===== src/hw/rtl/xtea_pkg.sv =====
// Package for the XTEA block cipher: payload and pipeline types, round constants,
// key reset values and the elaboration-time helpers for each round cell.
// No dependencies.
`timescale 1ns / 1ps
`default_nettype none

package xtea_pkg;

   localparam int unsigned ROUNDS    = 32;
   localparam int unsigned NUM_CELLS = 2 * ROUNDS;
   localparam int unsigned NUM_KEYS  = 4;
   localparam int unsigned KEY_IDX_W = $clog2(NUM_KEYS);

   localparam logic [31:0] DELTA = 32'h9E3779B9;

   localparam logic [31:0] KEY_RESET [NUM_KEYS] = '{
      32'h0000FDA5, 32'h0000D54E, 32'h0000FC00, 32'h0000B55A
   };

   typedef enum logic {
      CMD_ENCIPHER = 1'b0,
      CMD_DECIPHER = 1'b1
   } command_type;

   typedef struct packed {
      command_type command;
      logic [31:0] word_first;
      logic [31:0] word_second;
   } req_payload_type;

   typedef struct packed {
      logic [31:0] result_first;
      logic [31:0] result_second;
   } rsp_payload_type;

   typedef struct packed {
      logic        valid;
      command_type command;
      logic [31:0] first;
      logic [31:0] second;
   } stage_type;

   // Running sum seen by half-round idx of either direction.
   function automatic logic [31:0] stage_sum(input int unsigned idx, input logic dec);
      int unsigned n;
      logic        odd;
      logic [31:0] mult;
      n   = idx >> 1;
      odd = (idx & 1) == 1;
      if (!dec) begin
         mult = odd ? 32'(n + 1) : 32'(n);
      end else begin
         mult = odd ? 32'(ROUNDS - n - 1) : 32'(ROUNDS - n);
      end
      return DELTA * mult;
   endfunction

   // Key word chosen by half-round idx: low sum bits on the first-word update,
   // sum bits 12:11 on the second-word update.
   function automatic logic [KEY_IDX_W-1:0] stage_key_sel(input int unsigned idx,
                                                          input logic dec);
      logic [31:0] s;
      logic        odd;
      s   = stage_sum(idx, dec);
      odd = (idx & 1) == 1;
      return (odd ^ dec) ? s[12:11] : s[1:0];
   endfunction

endpackage

`default_nettype wire


===== src/hw/rtl/xtea_round_cell.sv =====
// One XTEA half-round cell: updates one word of the block from the other and
// registers the result. Depends on xtea_pkg.
`timescale 1ns / 1ps
`default_nettype none

module xtea_round_cell
   import xtea_pkg::*;
(
   input  wire logic        clock,
   input  wire logic        reset,
   input  wire logic        advance,
   input  wire logic        odd_stage,
   input  wire logic [31:0] enc_term,
   input  wire logic [31:0] dec_term,
   input  wire stage_type   stage_in,
   output stage_type        stage_out
);

   stage_type   stage_ff;
   stage_type   stage_upd_in;
   logic        upd_second;
   logic [31:0] src_word;
   logic [31:0] dst_word;
   logic [31:0] mix;
   logic [31:0] key_term;
   logic [31:0] feistel;
   logic [31:0] new_word;

   // Encipher updates the first word on even cells, decipher on odd cells.
   assign upd_second = (stage_in.command == CMD_DECIPHER) ^ odd_stage;
   assign src_word   = upd_second ? stage_in.first  : stage_in.second;
   assign dst_word   = upd_second ? stage_in.second : stage_in.first;
   assign mix        = ((src_word << 4) ^ (src_word >> 5)) + src_word;
   assign key_term   = (stage_in.command == CMD_DECIPHER) ? dec_term : enc_term;
   assign feistel    = mix ^ key_term;
   assign new_word   = (stage_in.command == CMD_DECIPHER) ? dst_word - feistel
                                                          : dst_word + feistel;

   always_comb begin
      stage_upd_in         = stage_in;
      if (upd_second) begin
         stage_upd_in.second = new_word;
      end else begin
         stage_upd_in.first  = new_word;
      end
   end

   always_ff @(posedge clock) begin
      if (reset) begin
         stage_ff.valid <= 1'b0;
      end else if (advance) begin
         stage_ff <= stage_upd_in;
      end
   end

   assign stage_out = stage_ff;

endmodule

`default_nettype wire


===== config.mk =====
export PLATFORM = sky130hd
export DESIGN_NAME = xtea_round_cell
export DESIGN_NICKNAME = d
export VERILOG_FILES = /design/src/hw/rtl/xtea_pkg.sv /design/src/hw/rtl/xtea_round_cell.sv
export SDC_FILE = /design/constraint.sdc
export NUM_CORES = 1
export LEC_CHECK = 0
export CAP_MARGIN = 20
export CORE_MARGIN = 2
export CORE_UTILIZATION = 55
export CTS_CLUSTER_DIAMETER = 150
export DETAILED_ROUTE_END_ITERATION = 10
export DONT_BUFFER_PORTS = 1
export GPL_ROUTABILITY_DRIVEN = 1
export PLACE_DENSITY_LB_ADDON = 0.05
export SYNTH_ARGS = -nofsm -noshare
export SYNTH_HDL_FRONTEND = slang
export SYNTH_SLANG_ARGS = --single-unit

===== constraint.sdc =====
create_clock -name clock -period 16 [get_ports clock]
set_input_delay 1.6 -clock clock [delete_from_list [all_inputs] [get_ports clock]]
set_output_delay 1.6 -clock clock [all_outputs]
set_load 0.02 [all_outputs]

[After elaboration in Yosys (flattened, before gate mapping)]
Cells that the tools add are included.
Word-level totals
  register bits after elaboration: 66
  input bits: 134
Operators by class
  add/sub/neg operators: 3
  multiplexer cells: 6
  bitwise logic cells: 4
  reductions and logical operators: 1
Operator list (number)
  $mux W32: 6
  $add A32 B32 Y32: 2
  $sub A32 B32 Y32: 1
  $xor A32 B27 Y32: 1
  $xor A32 B32 Y32: 1
  $reduce_and A2 Y1: 1
  $not A1 Y1: 1
  $xor A1 B1 Y1: 1

[Longest topological paths before layout]
  depth after elaboration: 8
  gate-level depth with buffers: 35
  gate-level depth less buffers: 30

[Least setup slack after synthesis]
Ideal clock, no wire load.
  kind: input -> register
  from: input stage_in[64] (netlist bit)
  to: register stage_ff, in the netlist stage_out[31], data pin
  library setup time: 267 ps
  data arrival time: 8393 ps
  required time: 15733 ps
  path slack: 7340 ps
  cell stages on the path: 34
  cells stage by stage: buf_2 > xor2_2 > buf_6 > clkbuf_1 > clkbuf_1 > clkbuf_1 > nand2_1 > nand2_1 > ha_1 > or2_2 > o2111ai_1 > a31oi_1 > maj3_1 > a21boi_1 > xnor2_1 > nor3_1 > nand2_1 > nor2_1 > nor2_1 > xnor2_1 > ha_1 > clkbuf_1 > a21o_1 > a21o_1 > a21o_1 > a211oi_1 > nand2_1 > a221o_1 > o21ai_0 > o21ai_0 > a311oi_1 > xnor2_1 > xnor2_1 > a31oi_1
RTL lines
  start, declared: RTL line xtea_round_cell.sv:15  | input wire stage_type stage_in,
  end signal, assigned: RTL line xtea_round_cell.sv:52  | stage_ff <= stage_upd_in;
  end, declared: RTL line xtea_round_cell.sv:19  | stage_type stage_ff;

==> impl_metrics.ini <==
[run_status]
status = completed

[grt]
first_global_vias = 6535
grt_pass1_wl_um = 35500
antenna_found_initial = 0
grt-ovfl-total = 0
grt.total_usage_pct = 27.5
grt_max_degree = 66

[floorplanning]
die-area_um2 = 16500
io_pins = 200
coreArea_um2 = 15100
die_w_um = 128
row_count = 45
die_h_um = 128
start_util_pct = 56.3

[power_and_ir_drop]
seq_power_share_pct = 20.0
ir_drop_mv = 0.0782
p_clk_share_pct = 11.5
leakagePower_uw = 0.00377
switchingPower_uw = 818
design_power_total_uw = 1670
power.internal_uw = 853
combPwrFrac_pct = 68.5
power_density_nw_per_um2 = 187
p_sw_share_pct = 49.0

[yosys]
syn_nets = 1264
yosysMostFrequentCell = nand2_1
synth_common_cells = nand2_1 (216), xnor2_1 (96), o21ai_0 (75)
syn_area_per_cell_um2 = 7.97
yosysSeqAreaShare_pct = 23.1
synth.top_cell.area_share_pct = 22.9
synth_edf_count = 65
ys_warn_count = 0
async_reset_ff_share_pct = 0
synth-seq-cells = 66
synth_flop_cell = edfxtp_1
netlist_instances = 1069
ys_types = 79
yosysTopAreaCell = edfxtp_1
synthTopCellsByArea = edfxtp_1 (23%), xnor2_1 (9.9%), nand2_1 (9.5%)
netlist_area_um2 = 8520

[route]
drtPass1Iterations = 5
routed_wl_um = 23000
wl_per_cell_um = 18.7
drt_iter0_markers = 691
drc_errors = 0
viasPerCell = 6.14
ant_nets = 0
num_vias = 7578

[clocking]
cts.path.max_buffers = 2
hold_buffers = 0
numCtsBuffers = 9
cts_sinks = 66
cts_setup_buffers = 0
path_clk_slew_ns = 0.05
clk_latency_ns = 0.32
cts_resized = 0
root_buffer = clkbuf_16
cts_tree = built
cts-htree-levels = 3

[sta]
hold_viol = 0
setup_viol_count_final = 0
clock.fmax_ghz = 0.108
final.setup.tns_ns = 0
tightest_slew_ns = 0.843
slew_headroom_pct = 43.3
period_minus_slack_ns = 9.22
fin_skew_ns = 0
maxSlewViolCount = 0
min_period_over_period_pct = 57.6
rsz0062_at_grt = false

[placement]
dp_hpwl_um = 18700
gp_congestion = 0.947
dpl_cell_area_um2 = 8640
portBuffers = 0

[finish]
finalNetCount = 1236
drive_gt1_share_pct = 4.49
fin_area_um2 = 8920
areaGrowthSynthToFinish_pct = 4.74
largest_reg_flops = 66
num_antenna_cells = 0

[setup_path]
cp_data_arrival_time_ns = 9.28
cpMaxStageDelayCell = or4b_1
critPathLaunchType = primary input
crit_buf_inv = 2
worst_r2r_path_depth = 2
path_depth = 28
crit_type = in -> reg
worstPathRequired_ns = 16.06
crit_family = compound AO/OA/AOI/OAI gates
end_kind = register
slowest_delay_ns = 0.56
cp_max_fo = 62

[run]
max_cap_viol_count = 0

[worst_hold_path]
hold_path_class = reg -> reg
hold-path-cell-count = 2
## layer usage
layer | vias to the layer above | wire, µm | track usage, %
met5 | - | 0 | 0
met4 | 0 | 279 | 6.08
li1 | 3799 | - | -
met2 | 311 | 9570 | 38.9
met3 | 19 | 2130 | 7.32
met1 | 3449 | 11100 | 41.6
## stage by stage
stage / worst slack, ns / hold slack, ns / utilization [%] / std cells
detailed placement: 6.62 / 0.607 / 57.0 / 1218
CTS: 6.96 / 0.614 / 58.9 / 1234
global placement: 6.83 / 0.595 / 57.0 / 1218
floorplan: 7.34 / 0.579 / - / 1069
finish: 6.78 / 0.609 / 58.9 / 1234
global route: 6.28 / 0.644 / 58.9 / 1234
## final timing paths
kind | startpoint | end | slack (ns)
max | stage_in[64] | stage_out[31] | 6.78
min | stage_out[65] | stage_out[65] | 0.61
max reg2reg | stage_out[65] | stage_out[65] | 15.31
min reg2reg | stage_out[65] | stage_out[65] | 0.61
## power groups by stage
stage	registers, µW	clock network [µW]	logic, µW
after CTS	336	195	1120
final	335	192	1140
after global routing	340	201	1270
after global placement	339	0	1120
after floorplan	335	0	898
after detailed placement	339	0	1120
## cell families (layout without fill, tap and decap cells)
family,Yosys count,in the layout,synth area share [%]
adder cells (fa/ha/maj),65,65,9.52
multiplexers,54,54,6.48
AND/OR/NAND/NOR,396,396,21.4
AO/OA/AOI/OAI,274,274,21.0
XOR/XNOR,147,147,15.3
flip-flops,66,66,23.1
buffers and inverters,67,44,3.19
## cell type report
class                      instances  area, µm²
timing repair buffer               5       37.5
sequential                        66       1970
fill                            1371       6220
multi-input combinational        936       6310
inverter                          23       86.3
clock inverter                     6       57.6
clock buffer                      10        229
tap                              188        235
## placed cells by master (no fill, tap or decap), drive strengths merged, types with 13 or more instances in the layout
cell | synthesis | layout
a21oi | 62 | 62
xnor2 | 97 | 97
mux2i | 48 | 48
nand2 | 216 | 216
o21ai | 78 | 78
and2 | 19 | 19
nor2 | 58 | 58
ha | 60 | 60
o21a | 13 | 13
inv | 23 | 23
edfxtp | 65 | 65
a21o | 27 | 27
xor2 | 50 | 50
nor3 | 19 | 19
## worst register-to-register path, cell delays in order, from the launching register on
cell	delay (ns)
dfxtp_1	0.44
mux2i_1	0.10
nor2_1	0.09
Note: power is estimated with default switching activity, not from simulation.
