$ cat src/hw/rtl/xtea_pkg.sv
// Package for the XTEA block cipher: payload and pipeline types, round constants,
// key reset values and the elaboration-time helpers for each round cell.
// No dependencies.
`timescale 1ns / 1ps
`default_nettype none

package xtea_pkg;

   localparam int unsigned ROUNDS    = 32;
   localparam int unsigned NUM_CELLS = 2 * ROUNDS;
   localparam int unsigned NUM_KEYS  = 4;
   localparam int unsigned KEY_IDX_W = $clog2(NUM_KEYS);

   localparam logic [31:0] DELTA = 32'h9E3779B9;

   localparam logic [31:0] KEY_RESET [NUM_KEYS] = '{
      32'h0000FDA5, 32'h0000D54E, 32'h0000FC00, 32'h0000B55A
   };

   typedef enum logic {
      CMD_ENCIPHER = 1'b0,
      CMD_DECIPHER = 1'b1
   } command_type;

   typedef struct packed {
      command_type command;
      logic [31:0] word_first;
      logic [31:0] word_second;
   } req_payload_type;

   typedef struct packed {
      logic [31:0] result_first;
      logic [31:0] result_second;
   } rsp_payload_type;

   typedef struct packed {
      logic        valid;
      command_type command;
      logic [31:0] first;
      logic [31:0] second;
   } stage_type;

   // Running sum seen by half-round idx of either direction.
   function automatic logic [31:0] stage_sum(input int unsigned idx, input logic dec);
      int unsigned n;
      logic        odd;
      logic [31:0] mult;
      n   = idx >> 1;
      odd = (idx & 1) == 1;
      if (!dec) begin
         mult = odd ? 32'(n + 1) : 32'(n);
      end else begin
         mult = odd ? 32'(ROUNDS - n - 1) : 32'(ROUNDS - n);
      end
      return DELTA * mult;
   endfunction

   // Key word chosen by half-round idx: low sum bits on the first-word update,
   // sum bits 12:11 on the second-word update.
   function automatic logic [KEY_IDX_W-1:0] stage_key_sel(input int unsigned idx,
                                                          input logic dec);
      logic [31:0] s;
      logic        odd;
      s   = stage_sum(idx, dec);
      odd = (idx & 1) == 1;
      return (odd ^ dec) ? s[12:11] : s[1:0];
   endfunction

endpackage

`default_nettype wire

$ cat src/hw/rtl/xtea_out_skid.sv
// Output register with a one-entry skid stage behind the round chain.
// Depends on xtea_pkg.
`timescale 1ns / 1ps
`default_nettype none

module xtea_out_skid
   import xtea_pkg::*;
(
   input  wire logic      clock,
   input  wire logic      reset,
   input  wire stage_type last_stage,
   output logic           advance,
   output logic           rsp_valid,
   input  wire logic      rsp_stall,
   output rsp_payload_type rsp_payload
);

   logic            out_valid_ff, out_valid_in;
   rsp_payload_type out_data_ff,  out_data_in;
   logic            skid_valid_ff, skid_valid_in;
   rsp_payload_type skid_data_ff,  skid_data_in;
   logic            out_free;
   rsp_payload_type last_data;

   assign advance   = !skid_valid_ff;
   assign out_free  = !out_valid_ff || !rsp_stall;
   assign last_data = '{result_first: last_stage.first, result_second: last_stage.second};

   always_comb begin
      out_valid_in  = out_valid_ff;
      out_data_in   = out_data_ff;
      skid_valid_in = skid_valid_ff;
      skid_data_in  = skid_data_ff;
      if (out_free) begin
         if (skid_valid_ff) begin
            // drain the skid first; the chain is frozen meanwhile
            out_valid_in  = 1'b1;
            out_data_in   = skid_data_ff;
            skid_valid_in = 1'b0;
         end else begin
            out_valid_in = last_stage.valid;
            out_data_in  = last_data;
         end
      end else if (last_stage.valid && advance) begin
         skid_valid_in = 1'b1;
         skid_data_in  = last_data;
      end
   end

   always_ff @(posedge clock) begin
      if (reset) begin
         out_valid_ff  <= 1'b0;
         skid_valid_ff <= 1'b0;
      end else begin
         out_valid_ff  <= out_valid_in;
         skid_valid_ff <= skid_valid_in;
      end
   end

   always_ff @(posedge clock) begin
      out_data_ff  <= out_data_in;
      skid_data_ff <= skid_data_in;
   end

   assign rsp_valid   = out_valid_ff;
   assign rsp_payload = out_data_ff;

endmodule

`default_nettype wire

$ cat config.mk
export PLATFORM = sky130hd
export DESIGN_NAME = xtea_out_skid
export DESIGN_NICKNAME = d
export VERILOG_FILES = /design/src/hw/rtl/xtea_pkg.sv /design/src/hw/rtl/xtea_out_skid.sv
export SDC_FILE = /design/constraint.sdc
export NUM_CORES = 1
export LEC_CHECK = 0
export BUFFER_PORTS_ARGS = -buffer_cell sky130_fd_sc_hd__buf_2
export CORE_UTILIZATION = 30
export DETAILED_ROUTE_END_ITERATION = 6
export PLACE_DENSITY = 0.53
export SYNTH_ARGS = -nofsm -noshare
export SYNTH_HDL_FRONTEND = slang
export SYNTH_SLANG_ARGS = --single-unit
$ cat constraint.sdc
create_clock -name clock -period 20.1 [get_ports clock]
set_clock_uncertainty 0.1 [all_clocks]
set_input_delay 4.02 -clock clock [delete_from_list [all_inputs] [get_ports clock]]
set_output_delay 4.02 -clock clock [all_outputs]
set_load 0.005 [all_outputs]
======== After elaboration in Yosys (flattened, before gate mapping) ========
Index checks and enable logic that the tools add are counted.
word-level totals
  register bits ........................... 130
  bits in latches ......................... 0
  memory bits (writable) .................. 0
  bits in read-only memories .............. 0
  word-level logic and storage cells ...... 16
  memories kept ........................... 0
operators by class
  add/subtract/negate cells ............... 0
  multiply operators ...................... 0
  divide/modulo/power cells ............... 0
  $lt $le $gt $ge ......................... 0
  eq/ne operators ......................... 0
  shift operators ......................... 0
  muxes and demuxes ....................... 2
  bitwise operators ....................... 1
  reductions and logical operators ........ 7
operators with widths
  operator             number
  64-bit two-way mux   1
  1-bit logical NOT    3
  2-bit AND reduction  1
  2-bit OR reduction   1
  1-bit logical AND    1
  1-bit logical OR     1
  1-bit two-way mux    1
  1-bit inverter       1

======== Logic depth before layout (Yosys ltp) ========
  depth in word-level cells ............... 4
  gate-level depth with buffers ........... 4
  mapped depth without buffers ............ 2

======== Least setup slack after synthesis ========
No wires, ideal clock.
  path type ............................... input to register
  start point ............................. input port rsp_stall
  end point ............................... register skid_data_ff[0] in the netlist's numbering (enable)
  arrival time ............................ 10,290 ps
  data required time ...................... 19,422 ps
  path slack .............................. 9,132 ps
  stages .................................. 2
  cells stage by stage .................... nand2_1 > nor3b_1
between the ends
  word-level cells in the longest chain between the ends .. 4
RTL lines
  what                                  line                 source
  start, declared                       xtea_out_skid.sv:14  input wire logic rsp_stall,
  1-bit logical NOT                     xtea_out_skid.sv:26  assign out_free = !out_valid_ff || !rsp_stall;
  1-bit logical OR                      xtea_out_skid.sv:26
  1-bit inverter (no source line)       --
  2-bit AND reduction (no source line)  --
  end signal, assigned                  xtea_out_skid.sv:62  skid_data_ff <= skid_data_in;
  end, declared                         xtea_out_skid.sv:21  rsp_payload_type skid_data_ff, skid_data_in;
Every way passes these cells.
A chain may end at the register's enable or synchronous reset.

======== Worst setup path in the final report ========
  start point ............................. register skid_valid_ff
  end point ............................... output port advance
between the ends
  word-level cells in the longest chain between the ends .. 1
RTL lines
  what                    line                 source
  start, declared         xtea_out_skid.sv:20  logic skid_valid_ff, skid_valid_in;
  start signal, assigned  xtea_out_skid.sv:56  skid_valid_ff <= skid_valid_in;
  1-bit logical NOT       xtea_out_skid.sv:25  assign advance = !skid_valid_ff;
  end, declared           xtea_out_skid.sv:12  output logic advance,
Every way passes these cells.

==> impl_metrics.py <==
metrics = {
    "run_status": {
        "outcome": "complete, no violations",
    },
    "global_routing": {
        "grt.met2_usage_pct": 17.4,
        "grt_max_degree": 68,
        "grt_pass1_vias": 2529,
        "grt_pass1_wl_um": 13300,
        "grt-ovfl-total": 0,
        "grt_usage_pct": 11.1,
        "grt_antenna_before_repair": 0,
        "grtUsageMet3_pct": 5.47,
        "met1_usage_pct": 13.1,
        "grt.busiest_layer": "met2",
    },
    "clocking": {
        "cts_root_buf": "clkbuf_16",
        "cts_hold_buf": 0,
        "clk_path_buf_depth": 2,
        "clk_latency_ps": 400,
        "cts_resized": 0,
        "htreeDepth": 4,
        "cts_tree": "done",
        "cts.sink_count": 130,
        "clk_pin_slew_worst_paths_ps": 60,
        "numCtsBuffers": 17,
        "cts_setup_buffers": 0,
    },
    "floorplanning": {
        "start_util_pct": 31.0,
        "fp.dieH_um": 128,
        "die-area_um2": 16400,
        "core_area_um2": 15400,
        "io_pins": 135,
        "row_count": 45,
        "die_x_um": 128,
    },
    "timing": {
        "finalSetupViolCount": 0,
        "fin_crit_sh_pct": 28.9,
        "tightest_slew_ps": 1040,
        "rsz0062_at_grt": "false",
        "relSlewSlack_pct": 30.9,
        "maxSlewViolCount": 0,
        "period_needed_ps": 5810,
        "setup_tns_ps": 0,
        "hold_violations": 0,
        "fmax_mhz": 172,
    },
    "pwr": {
        "cellPowerDensity_nw_per_um2": 109,
        "p_total_w": 0.000690,
        "leakage_nw": 2.42,
        "sequentialPowerShare_pct": 46.0,
        "clkPwrFrac_pct": 49.1,
        "p_int_w": 0.000564,
        "power.share.switching_pct": 18.3,
        "power_frac_comb_pct": 4.9,
        "switchingPower_w": 0.000126,
        "ir_drop_uv": 56.6,
    },
    "worst_setup_path": {
        "r2r-start": "rsp_valid",
        "crit_type": "reg2out",
        "path_cells": "inv_1 -> buf_2",
        "endpoint_kind": "primary output",
        "cp-startpoint": "skid_valid_ff",
        "slowest_delay_ps": 1030,
        "start_kind": "flop",
        "crit_required_ps": 15980,
        "critPathSlowestCell": "dfxtp_4",
        "crit_arrival_ps": 1690,
        "cp_max_fo": 67,
    },
    "routing": {
        "ant_nets": 0,
        "wl_per_cell_um": 14.7,
        "wl_um": 8490,
        "drt-initial-drc-count": 94,
        "dr.pass1.iters": 3,
        "drt_drc_violations_left": 0,
        "vias": 2432,
        "avgViaCountPerCell": 4.21,
    },
    "placed_design": {
        "placedCellCount": 546,
        "place_hpwl_um": 5200,
        "place_congestion": 0.656,
        "port_buffers": 133,
    },
    "logic_synthesis": {
        "yosysWarnings": 0,
        "syn_avg_cell_area_um2": 23.0,
        "synth-seq-area-share_pct": 81.4,
        "synthCells": 207,
        "synth_seq_cells": 130,
        "ys_types": 13,
        "synth_area_um2": 4770,
        "synth_fp_nets": 276,
    },
    "layout": {
        "fin_cells": 578,
        "fillCellCount": 1403,
        "nets": 423,
        "layout_commonest_cell": "buf_2",
        "syn2layout_area_growth_pct": 32.5,
        "n_antenna_cell": 0,
        "final_core_util_pct": 41.1,
        "most-common-layout-cells": "buf_2, edfxtp_1, mux2_2",
        "layout-drive-gt1-share_pct": 60.5,
    },
    "hold_path": {
        "min_path_type": "reg2reg",
        "worstHoldStart": "skid_data_ff[60]",
    },
    "run": {
        "maxCapViolations": 0,
    },
}
[power by group through the flow]
stage          clock, W  sequential [W]  combinational (W)
5_1_grt        0.000359        0.000319          0.0000375
4_1_cts        0.000347        0.000318          0.0000348
3_5_place_dp          0        0.000324          0.0000348
3_3_place_gp          0        0.000323          0.0000340
2_1_floorplan         0        0.000324          0.0000130
6_report       0.000339        0.000318          0.0000337
[synth_stat cells]
master    count  share of area, %
mux2_2       37               8.7
nor3b_1       1              0.16
inv_1         1             0.079
a21oi_1       1              0.10
edfxtp_1    128                81
nand2_1       1             0.079
dfxtp_1       2              0.84
nor2_1        1             0.079
buf_6         4              0.94
nor3_1        1              0.10
mux2_1        7               1.7
mux2_4       20               6.3
buf_2         3              0.31
[per-layer routing]
metal | vias to the layer above | part of all wire, % | wire length [um]
met5 | - | 0 | 0
met4 | 0 | 1.3 | 108
met3 | 8 | 7.4 | 624
met2 | 86 | 47 | 4000
met1 | 1208 | 44 | 3750
li1 | 1130 | - | -
[cell families after synthesis]
family                 after synthesis  share of synthesized area, %
AOI/OAI and AO/OA                    1                         0.105
DFF                                130                          81.4
muxes                               64                          16.7
and+or+nand+nor                      4                         0.420
buffers and inverters                8                          1.34
[through the flow]
stage               setup slack (ps)  hold WS [ps]  area [um^2]
global placement               14080           416         5670
CTS                            14180           434         6320
finish                         14290           430         6320
global route                   14130           448         6320
detailed placement             14050           421         5670
floorplan                       9130           408         4770
[area by class of cell]
class | count | area, um^2 | area share, %
clock buffers | 21 | 440 | 6.97
clock inverters | 11 | 209 | 3.31
inverters | 1 | 3.75 | 0.0594
multi-input cells | 69 | 833 | 13.2
flip-flops and latches | 130 | 3890 | 61.5
well taps | 211 | 264 | 4.18
repair buffers | 135 | 681 | 10.8
[flip-flops by register name, indices dropped and copies added (netlist names)]
register and count:
rsp_payload 64, skid_data_ff 64, rsp_valid 1, skid_valid_ff 1
[worst paths after layout]
path	end	slack (ps)	cells past startpoint
max	advance	14290	2
min	rsp_payload[60]	430	1
max reg2reg	skid_data_ff[39]	17890	3
min reg2reg	rsp_payload[60]	430	1
[critical path, delay by kind of cell, from the launching register on]
family   cells  cell delay (ps)
flops        1             1030
buf+inv      2              240
(Power assumes the default switching activity.)
